<file path="src/sv/skvt_pkg.sv">
package skvt_pkg;

  localparam int KeyWidth   = 32;
  localparam int ValueWidth = 32;
  localparam int OccWidth   = 7;

  localparam logic [1:0] MODE_INSERT = 2'd0;
  localparam logic [1:0] MODE_FIND   = 2'd1;
  localparam logic [1:0] MODE_REMOVE = 2'd2;

  localparam logic [1:0] ST_DONE      = 2'd0;
  localparam logic [1:0] ST_NOT_FOUND = 2'd1;
  localparam logic [1:0] ST_FULL      = 2'd2;

  typedef struct packed {
    logic [1:0]                   mode;
    logic signed [KeyWidth-1:0]   key;
    logic [ValueWidth-1:0]        value;
  } req_t;

  typedef struct packed {
    logic [1:0]            status;
    logic [ValueWidth-1:0] value_res;
    logic [OccWidth-1:0]   occupancy;
  } res_t;

  typedef enum logic [3:0] {
    S_IDLE,
    S_START,
    S_SRCH_RD,
    S_SRCH_CMP,
    S_UP_CHK,
    S_UP_WR,
    S_MATCH,
    S_DN_CHK,
    S_DN_WR,
    S_FINISH
  } state_t;

  typedef enum logic [1:0] {
    RD_MID,
    RD_IM1,
    RD_I,
    RD_P
  } rd_sel_t;

  typedef enum logic [1:0] {
    WR_NONE,
    WR_UP,
    WR_DOWN,
    WR_NEW
  } wr_sel_t;

  typedef enum logic [2:0] {
    I_HOLD,
    I_FROM_COUNT,
    I_FROM_P1,
    I_DEC,
    I_INC
  } i_op_t;

  typedef enum logic [1:0] {
    CNT_HOLD,
    CNT_INC,
    CNT_DEC
  } cnt_op_t;

  typedef struct packed {
    logic       ld_req;
    logic       srch_step;
    rd_sel_t    rd_sel;
    wr_sel_t    wr_sel;
    i_op_t      i_op;
    cnt_op_t    cnt_op;
    logic       st_load;
    logic [1:0] st_code;
    logic       val_load;
    logic       out_load;
  } ctrl_cmd_t;

  typedef struct packed {
    logic [1:0] mode;
    logic       full;
    logic       srch_active;
    logic       p_lt_count;
    logic       key_match;
    logic       up_more;
    logic       dn_more;
    logic       out_free;
  } ctrl_stat_t;

endpackage

</file>
<file path="src/sv/sorted_key_value_table_unit.sv">
// sorted key and value table: up to TABLE_DEPTH pairs held in one RAM with
// a read port and a write port, in ascending signed key order. each request
// item is an insert, a find or a remove and gives exactly one result item
// carrying status, the found value (zero unless a find hit) and the occupancy
// afterwards. duplicate keys are kept, a new one placed after its equals;
// find and remove act on the lowest placed match. mode 3 is a no-op. the
// table needs no clearing after reset, only the entry count is cleared.
// timing: one item at a time. the RAM gives one read and one write per
// cycle. after acceptance a request passes a start step and s binary
// search probes, each a read and a compare, s being up to ceil(log2(n+1))
// for n entries. a find or remove whose search stops inside the table then
// checks the candidate entry. an insert, or a remove that hits, then moves
// up to n entries, each by a read and a write, plus a step to place the new
// pair or close the gap. a full-table insert or unused mode goes straight
// to the finish step. a result that is not taken holds the request in its
// last step until the output register frees. the result sits in an output
// register, so the next item is taken while an earlier result waits

module sorted_key_value_table_unit
  import skvt_pkg::*;
#(
  parameter int TABLE_DEPTH = 64
) (
  input  logic clk,
  input  logic rst,
  // request channel
  input  logic req_valid,
  output logic req_ready,
  input  req_t req,
  // result channel
  output logic res_valid,
  input  logic res_ready,
  output res_t res
);

  // command and status between sequencer and datapath
  ctrl_cmd_t  cmd;
  ctrl_stat_t stat;

  // sequencer: search, shift and result hand-off
  skvt_ctrl u_ctrl (
    .clk       (clk),
    .rst       (rst),
    .req_valid (req_valid),
    .req_ready (req_ready),
    .stat      (stat),
    .cmd       (cmd)
  );

  // datapath: table RAM, search bounds, shift index, count, result register
  skvt_dp #(
    .TABLE_DEPTH (TABLE_DEPTH)
  ) u_dp (
    .clk       (clk),
    .rst       (rst),
    .req       (req),
    .cmd       (cmd),
    .stat      (stat),
    .res_valid (res_valid),
    .res_ready (res_ready),
    .res       (res)
  );

endmodule

</file>
<file path="src/sv/skvt_ram.sv">
module skvt_ram #(
  parameter int WIDTH = 64,
  parameter int DEPTH = 64
) (
  input  logic                     clk,
  input  logic                     we,
  input  logic [$clog2(DEPTH)-1:0] waddr,
  input  logic [WIDTH-1:0]         wdata,
  input  logic [$clog2(DEPTH)-1:0] raddr,
  output logic [WIDTH-1:0]         rdata
);

  logic [WIDTH-1:0] mem [DEPTH];

  always_ff @(posedge clk) begin
    if (we) begin
      mem[waddr] <= wdata;
    end
    rdata <= mem[raddr];
  end

endmodule

</file>
<file path="src/sv/skvt_ctrl.sv">
module skvt_ctrl
  import skvt_pkg::*;
(
  input  logic       clk,
  input  logic       rst,
  input  logic       req_valid,
  output logic       req_ready,
  input  ctrl_stat_t stat,
  output ctrl_cmd_t  cmd
);

  state_t state, state_next;

  always_ff @(posedge clk) begin
    if (rst) begin
      state <= S_IDLE;
    end else begin
      state <= state_next;
    end
  end

  always_comb begin
    state_next   = state;
    req_ready    = 1'b0;
    cmd          = '0;
    cmd.rd_sel   = RD_MID;
    cmd.wr_sel   = WR_NONE;
    cmd.i_op     = I_HOLD;
    cmd.cnt_op   = CNT_HOLD;
    cmd.st_code  = ST_DONE;
    case (state)
      S_IDLE: begin
        req_ready = 1'b1;
        if (req_valid) begin
          cmd.ld_req = 1'b1;
          state_next = S_START;
        end
      end
      S_START: begin
        if (stat.mode == MODE_INSERT) begin
          if (stat.full) begin
            cmd.st_load = 1'b1;
            cmd.st_code = ST_FULL;
            state_next  = S_FINISH;
          end else begin
            state_next = S_SRCH_RD;
          end
        end else if (stat.mode == MODE_FIND || stat.mode == MODE_REMOVE) begin
          state_next = S_SRCH_RD;
        end else begin
          state_next = S_FINISH;
        end
      end
      S_SRCH_RD: begin
        if (stat.srch_active) begin
          cmd.rd_sel = RD_MID;
          state_next = S_SRCH_CMP;
        end else if (stat.mode == MODE_INSERT) begin
          cmd.i_op   = I_FROM_COUNT;
          state_next = S_UP_CHK;
        end else if (stat.p_lt_count) begin
          cmd.rd_sel = RD_P;
          state_next = S_MATCH;
        end else begin
          cmd.st_load = 1'b1;
          cmd.st_code = ST_NOT_FOUND;
          state_next  = S_FINISH;
        end
      end
      S_SRCH_CMP: begin
        cmd.srch_step = 1'b1;
        state_next    = S_SRCH_RD;
      end
      S_UP_CHK: begin
        if (stat.up_more) begin
          cmd.rd_sel = RD_IM1;
          state_next = S_UP_WR;
        end else begin
          cmd.wr_sel = WR_NEW;
          cmd.cnt_op = CNT_INC;
          state_next = S_FINISH;
        end
      end
      S_UP_WR: begin
        cmd.wr_sel = WR_UP;
        cmd.i_op   = I_DEC;
        state_next = S_UP_CHK;
      end
      S_MATCH: begin
        if (!stat.key_match) begin
          cmd.st_load = 1'b1;
          cmd.st_code = ST_NOT_FOUND;
          state_next  = S_FINISH;
        end else if (stat.mode == MODE_FIND) begin
          cmd.val_load = 1'b1;
          state_next   = S_FINISH;
        end else begin
          cmd.i_op   = I_FROM_P1;
          state_next = S_DN_CHK;
        end
      end
      S_DN_CHK: begin
        if (stat.dn_more) begin
          cmd.rd_sel = RD_I;
          state_next = S_DN_WR;
        end else begin
          cmd.cnt_op = CNT_DEC;
          state_next = S_FINISH;
        end
      end
      S_DN_WR: begin
        cmd.wr_sel = WR_DOWN;
        cmd.i_op   = I_INC;
        state_next = S_DN_CHK;
      end
      S_FINISH: begin
        if (stat.out_free) begin
          cmd.out_load = 1'b1;
          state_next   = S_IDLE;
        end
      end
      default: begin
        state_next = S_IDLE;
      end
    endcase
  end

endmodule

</file>
<file path="src/sv/skvt_dp.sv">
module skvt_dp
  import skvt_pkg::*;
#(
  parameter int TABLE_DEPTH = 64
) (
  input  logic       clk,
  input  logic       rst,
  input  req_t       req,
  input  ctrl_cmd_t  cmd,
  output ctrl_stat_t stat,
  output logic       res_valid,
  input  logic       res_ready,
  output res_t       res
);

  localparam int AW = $clog2(TABLE_DEPTH);
  localparam int CW = $clog2(TABLE_DEPTH + 1);
  localparam int EW = KeyWidth + ValueWidth;

  req_t                  req_q;
  logic [CW-1:0]         count;
  logic [CW-1:0]         lo;
  logic [CW-1:0]         hi;
  logic [CW-1:0]         idx;
  logic [1:0]            st;
  logic [ValueWidth-1:0] val;

  logic [CW-1:0]         mid;
  logic [CW-1:0]         idx_m1;
  logic [CW-1:0]         lo_p1;
  logic                  go_right;

  logic                  ram_we;
  logic [AW-1:0]         ram_waddr;
  logic [EW-1:0]         ram_wdata;
  logic [AW-1:0]         ram_raddr;
  logic [EW-1:0]         ram_rdata;
  logic signed [KeyWidth-1:0] rd_key;
  logic [ValueWidth-1:0] rd_value;

  skvt_ram #(
    .WIDTH (EW),
    .DEPTH (TABLE_DEPTH)
  ) u_ram (
    .clk   (clk),
    .we    (ram_we),
    .waddr (ram_waddr),
    .wdata (ram_wdata),
    .raddr (ram_raddr),
    .rdata (ram_rdata)
  );

  assign rd_key   = $signed(ram_rdata[EW-1:ValueWidth]);
  assign rd_value = ram_rdata[ValueWidth-1:0];

  assign mid    = lo + ((hi - lo) >> 1);
  assign idx_m1 = idx - CW'(1);
  assign lo_p1  = lo + CW'(1);

  // insert probes for the upper bound, find and remove for the lower bound
  always_comb begin
    if (req_q.mode == MODE_INSERT) begin
      go_right = !(req_q.key < rd_key);
    end else begin
      go_right = rd_key < req_q.key;
    end
  end

  always_comb begin
    case (cmd.rd_sel)
      RD_MID:  ram_raddr = mid[AW-1:0];
      RD_IM1:  ram_raddr = idx_m1[AW-1:0];
      RD_I:    ram_raddr = idx[AW-1:0];
      RD_P:    ram_raddr = lo[AW-1:0];
      default: ram_raddr = lo[AW-1:0];
    endcase
  end

  always_comb begin
    ram_we    = 1'b0;
    ram_waddr = idx[AW-1:0];
    ram_wdata = ram_rdata;
    case (cmd.wr_sel)
      WR_UP: begin
        ram_we    = 1'b1;
        ram_waddr = idx[AW-1:0];
      end
      WR_DOWN: begin
        ram_we    = 1'b1;
        ram_waddr = idx_m1[AW-1:0];
      end
      WR_NEW: begin
        ram_we    = 1'b1;
        ram_waddr = lo[AW-1:0];
        ram_wdata = {req_q.key, req_q.value};
      end
      default: begin
        ram_we = 1'b0;
      end
    endcase
  end

  always_ff @(posedge clk) begin
    if (rst) begin
      count <= '0;
    end else begin
      case (cmd.cnt_op)
        CNT_INC: count <= count + CW'(1);
        CNT_DEC: count <= count - CW'(1);
        default: count <= count;
      endcase
    end
  end

  always_ff @(posedge clk) begin
    if (cmd.ld_req) begin
      req_q <= req;
      lo    <= '0;
      hi    <= count;
      st    <= ST_DONE;
      val   <= '0;
    end else begin
      if (cmd.srch_step) begin
        if (go_right) begin
          lo <= mid + CW'(1);
        end else begin
          hi <= mid;
        end
      end
      if (cmd.st_load) begin
        st <= cmd.st_code;
      end
      if (cmd.val_load) begin
        val <= rd_value;
      end
    end
    case (cmd.i_op)
      I_FROM_COUNT: idx <= count;
      I_FROM_P1:    idx <= lo_p1;
      I_DEC:        idx <= idx_m1;
      I_INC:        idx <= idx + CW'(1);
      default:      idx <= idx;
    endcase
  end

  always_ff @(posedge clk) begin
    if (rst) begin
      res_valid <= 1'b0;
    end else if (cmd.out_load) begin
      res_valid <= 1'b1;
    end else if (res_ready) begin
      res_valid <= 1'b0;
    end
  end

  always_ff @(posedge clk) begin
    if (cmd.out_load) begin
      res.status    <= st;
      res.value_res <= val;
      res.occupancy <= OccWidth'(count);
    end
  end

  always_comb begin
    stat.mode        = req_q.mode;
    stat.full        = count == CW'(TABLE_DEPTH);
    stat.srch_active = lo < hi;
    stat.p_lt_count  = lo < count;
    stat.key_match   = rd_key == req_q.key;
    stat.up_more     = idx > lo;
    stat.dn_more     = idx < count;
    stat.out_free    = !res_valid || res_ready;
  end

endmodule

</file>
<file path="config.mk">
export PLATFORM = sky130hd
export DESIGN_NAME = sorted_key_value_table_unit
export DESIGN_NICKNAME = d
export VERILOG_FILES = /design/src/sv/skvt_pkg.sv /design/src/sv/sorted_key_value_table_unit.sv /design/src/sv/skvt_ram.sv /design/src/sv/skvt_ctrl.sv /design/src/sv/skvt_dp.sv
export SDC_FILE = /design/constraint.sdc
export NUM_CORES = 2
export LEC_CHECK = 0
export BUFFER_PORTS_ARGS = -buffer_cell sky130_fd_sc_hd__buf_2
export CORE_MARGIN = 1
export CORE_UTILIZATION = 29
export DETAILED_ROUTE_END_ITERATION = 6
export PLACE_DENSITY_LB_ADDON = 0.25
export SYNTH_ARGS = -nofsm -noshare
export SYNTH_HDL_FRONTEND = slang
export SYNTH_SLANG_ARGS = --single-unit
</file>
<file path="constraint.sdc">
create_clock -name clk -period 7.45 [get_ports clk]
set_clock_uncertainty 0.2 [all_clocks]
set_input_delay 0.3725 -clock clk [delete_from_list [all_inputs] [get_ports clk]]
set_output_delay 0.3725 -clock clk [all_outputs]
set_load 0.02 [all_outputs]
</file>
==> qor.json <==
{
  "status": {
    "status": "finished, violations left",
    "violations": "design-rule violations"
  },
  "synthesis": {
    "synth_seq_area_share_pct": 76.13,
    "ys.flop_type": "sky130_fd_sc_hd__edfxtp_1",
    "post_synth.cell_area_avg_um2": 14.55,
    "synth.cells.most_frequent": "sky130_fd_sc_hd__edfxtp_1, sky130_fd_sc_hd__nand2_1, sky130_fd_sc_hd__nand3_1",
    "synth_nets": 11790,
    "postSynthRegisterBits": 4334,
    "synth_warn": 0,
    "yosys.area.top_type_share_pct": 74.75,
    "netlist_instances": 11640,
    "syn-cell-area_mm2": 0.1694,
    "synth.largest_area_cell": "sky130_fd_sc_hd__edfxtp_1",
    "ys_types": 74,
    "netlist_top_cells_area": "sky130_fd_sc_hd__edfxtp_1, sky130_fd_sc_hd__nand2_1, sky130_fd_sc_hd__nand3_1, sky130_fd_sc_hd__mux4_2, sky130_fd_sc_hd__dfxtp_1",
    "yosysMostFrequentCell": "sky130_fd_sc_hd__edfxtp_1",
    "synthArstFlopShare_pct": 0,
    "count_of_flip_flops_with_a_built_in_enable_after_synthesis": 4217
  },
  "clock_tree": {
    "cts_tree": "built",
    "cts_setup_buffers": 0,
    "cts_hold_buf": 133,
    "cts-root-buf": "sky130_fd_sc_hd__clkbuf_16",
    "cts-buffers-inserted": 437,
    "cts-root-to-sink-buffers": 4,
    "clock_sinks": 4334,
    "depth_of_the_cts_h_tree": 5,
    "cts_repair_resize_count": 0,
    "clk_pin_slew_ps": 60,
    "clk-insertion-delay-late_ps": 1030
  },
  "worst_setup_path": {
    "worstPathMaxFanout": 29,
    "worstSetupStartpointType": "flip-flop",
    "path_class": "flip-flop to flip-flop",
    "crit_path_end_kind": "flip-flop",
    "required_time_reported_for_the_critical_path_endpoint_ps": 8190,
    "timing.critical_path.arrival_ps": 6900
  },
  "grt": {
    "grt_pass1_wl_um": 810700,
    "grt_pass1_vias": 98390,
    "pin_count_of_the_biggest_net_entering_global_routing": 151,
    "globalRouteTotalUtil_pct": 19.26,
    "globalRouteOverflowTotal": 0,
    "grt_antenna_before_repair": 32
  },
  "detailed_routing": {
    "totalWireLength_um": 587500,
    "route.vias.total": 104900,
    "via_per_inst": 5.209,
    "avgRoutedWirePerCell_um": 29.18,
    "length_of_the_first_detailed_routing_pass_in_iterations": 7,
    "drt-initial-drc-count": 13280,
    "ant_nets": 0,
    "detail_route.drc_violations": 3
  },
  "timing": {
    "timing.final.crit_share_pct": 82.75,
    "hold_violations": 0,
    "worst_max_slew_margin_expressed_relative_to_the_limit_pct": 11.29,
    "final_setup_tns_ps": 0,
    "period_needed_ps": 6165,
    "setup-violations-final": 0,
    "finalMaxSlewViolations": 0,
    "grt_setup_unrepaired": "no",
    "layout_setup_ws_ps": 1285,
    "tightestPinTransition_ps": 1327,
    "max_freq_mhz": 162.2
  },
  "layout": {
    "final_layout_size_suffix_gt1_share_pct": 12.84,
    "area_growth_syn_to_layout_pct": 16.70,
    "fillerInstances": 56260,
    "design.final.nets": 12160,
    "area.sequential_mm2": 0.1290,
    "area_of_the_multi_input_gates_mm2": 0.03812
  },
  "die": {
    "floorplan.initialDensity_pct": 29.13,
    "dieHeight_um": 766.3,
    "die_width_um": 766.3,
    "floorplan.core_area_mm2": 0.5816,
    "die_area_mm2": 0.5872,
    "row_count": 280,
    "ioPinCount": 113
  },
  "placed_design": {
    "pre_cts_ws_ps": 1461,
    "routabilityCongestion": 0.8204,
    "numPortBuffers": 112,
    "hpwl_um": 310900
  },
  "hold_path": {
    "min-delay-path-class": "input port to flip-flop"
  },
  "flow_run": {
    "max-cap-violations": 0
  }
}
per-layer routing:
metal / part of all wire [%] / up-vias / global-route usage (%)
met4: 2.9 / 0 / 5.250
li1: - / 44680 / -
met3: 7.6 / 791 / 2.674
met1: 44 / 54870 / 27.94
met2: 46 / 4548 / 30.27
met5: 0 / - / 0
kinds of logic after synthesis:
group                      after synthesis  synth area share (%)
AOI/OAI and AO/OA                     1143                 4.493
DFF                                   4334                 76.13
muxes                                  331                 4.041
xor gates and xnor gates                37                0.1913
and+or+nand+nor                       4929                 12.53
buffers and inverters                  790                 2.027
adders and majority gates               78                0.5894
flip-flops by register name (all words and copies together), names as in the netlist:
register / flops
u_dp.res: 41
u_dp.hi: 7
u_dp.res_valid: 1
u_dp.req_q: 64
u_dp.idx: 7
u_dp.count: 7
u_dp.lo: 7
u_dp.val: 32
u_dp.st: 2
u_dp.u_ram.mem: 4096
u_ctrl.state: 4
u_dp.stat: 2
u_dp.u_ram.rdata: 64
cell usage in the layout, fill, tap and decap left out, types with 147 or more instances in the layout:
master,netlist,final
sky130_fd_sc_hd__a21oi_1,287,286
sky130_fd_sc_hd__nand3_1,1301,1299
sky130_fd_sc_hd__clkbuf_16,0,443
sky130_fd_sc_hd__buf_12,0,147
sky130_fd_sc_hd__mux4_2,279,279
sky130_fd_sc_hd__edfxtp_1,4217,4217
sky130_fd_sc_hd__and3_1,198,197
sky130_fd_sc_hd__nand2_1,3097,3088
sky130_fd_sc_hd__buf_4,24,261
sky130_fd_sc_hd__a31oi_1,262,261
path summary, 6_finish.rpt:
path | startpoint | cells after the start | slack, ps | to
hold reg to reg | u_dp.val[8]$_SDFFE_PP0P_ | 0 | 230 | u_dp.res[15]$_DFFE_PP_
hold / removal | req[5] | 2 | 20 | u_dp.req_q[5]$_DFFE_PP_
setup reg to reg | u_dp.lo[3]$_SDFFE_PP0P_ | 14 | 1290 | u_dp.u_ram.rdata[37]$_DFF_P_
setup / recovery | u_dp.lo[3]$_SDFFE_PP0P_ | 14 | 1290 | u_dp.u_ram.rdata[37]$_DFF_P_
critical path, stage by stage, from the launching register on:
cell and delay, ps:
sky130_fd_sc_hd__dfxtp_1 500, sky130_fd_sc_hd__inv_1 150, sky130_fd_sc_hd__ha_1 390, sky130_fd_sc_hd__nand4_1 210, sky130_fd_sc_hd__a21o_1 260, sky130_fd_sc_hd__a21oi_1 520, sky130_fd_sc_hd__nor3_4 190, sky130_fd_sc_hd__a221oi_1 720
sky130_fd_sc_hd__a21boi_4 570, sky130_fd_sc_hd__nand2_2 730, sky130_fd_sc_hd__nor2_4 630, sky130_fd_sc_hd__buf_12 350, sky130_fd_sc_hd__a22oi_1 120, sky130_fd_sc_hd__o21ai_0 220, sky130_fd_sc_hd__a311o_1 180
metrics by stage:
step	util [%]	hold WS (ps)	area, um^2	cells
floorplan	-	208.1	169400	11640
global placement	31.38	211.2	182500	19190
detailed placement	31.38	214.6	182500	19190
CTS	33.99	3.963	197700	20130
global route	33.99	9.838	197700	20130
finish	33.99	22.68	197700	20140
cell type report:
class                      instances  share of cell area [%]
tap                             7755                   4.908
inverter                          65                  0.1272
sequential                      4334                   65.24
clock inverter                   231                   1.014
clock buffer                     575                   5.990
antenna                            4                0.005063
multi-input combinational       6518                   19.28
timing repair buffer             653                   3.437
Power is not shown: default switching activity piles up to over one toggle a cycle in this logic, so the estimate is an artifact.
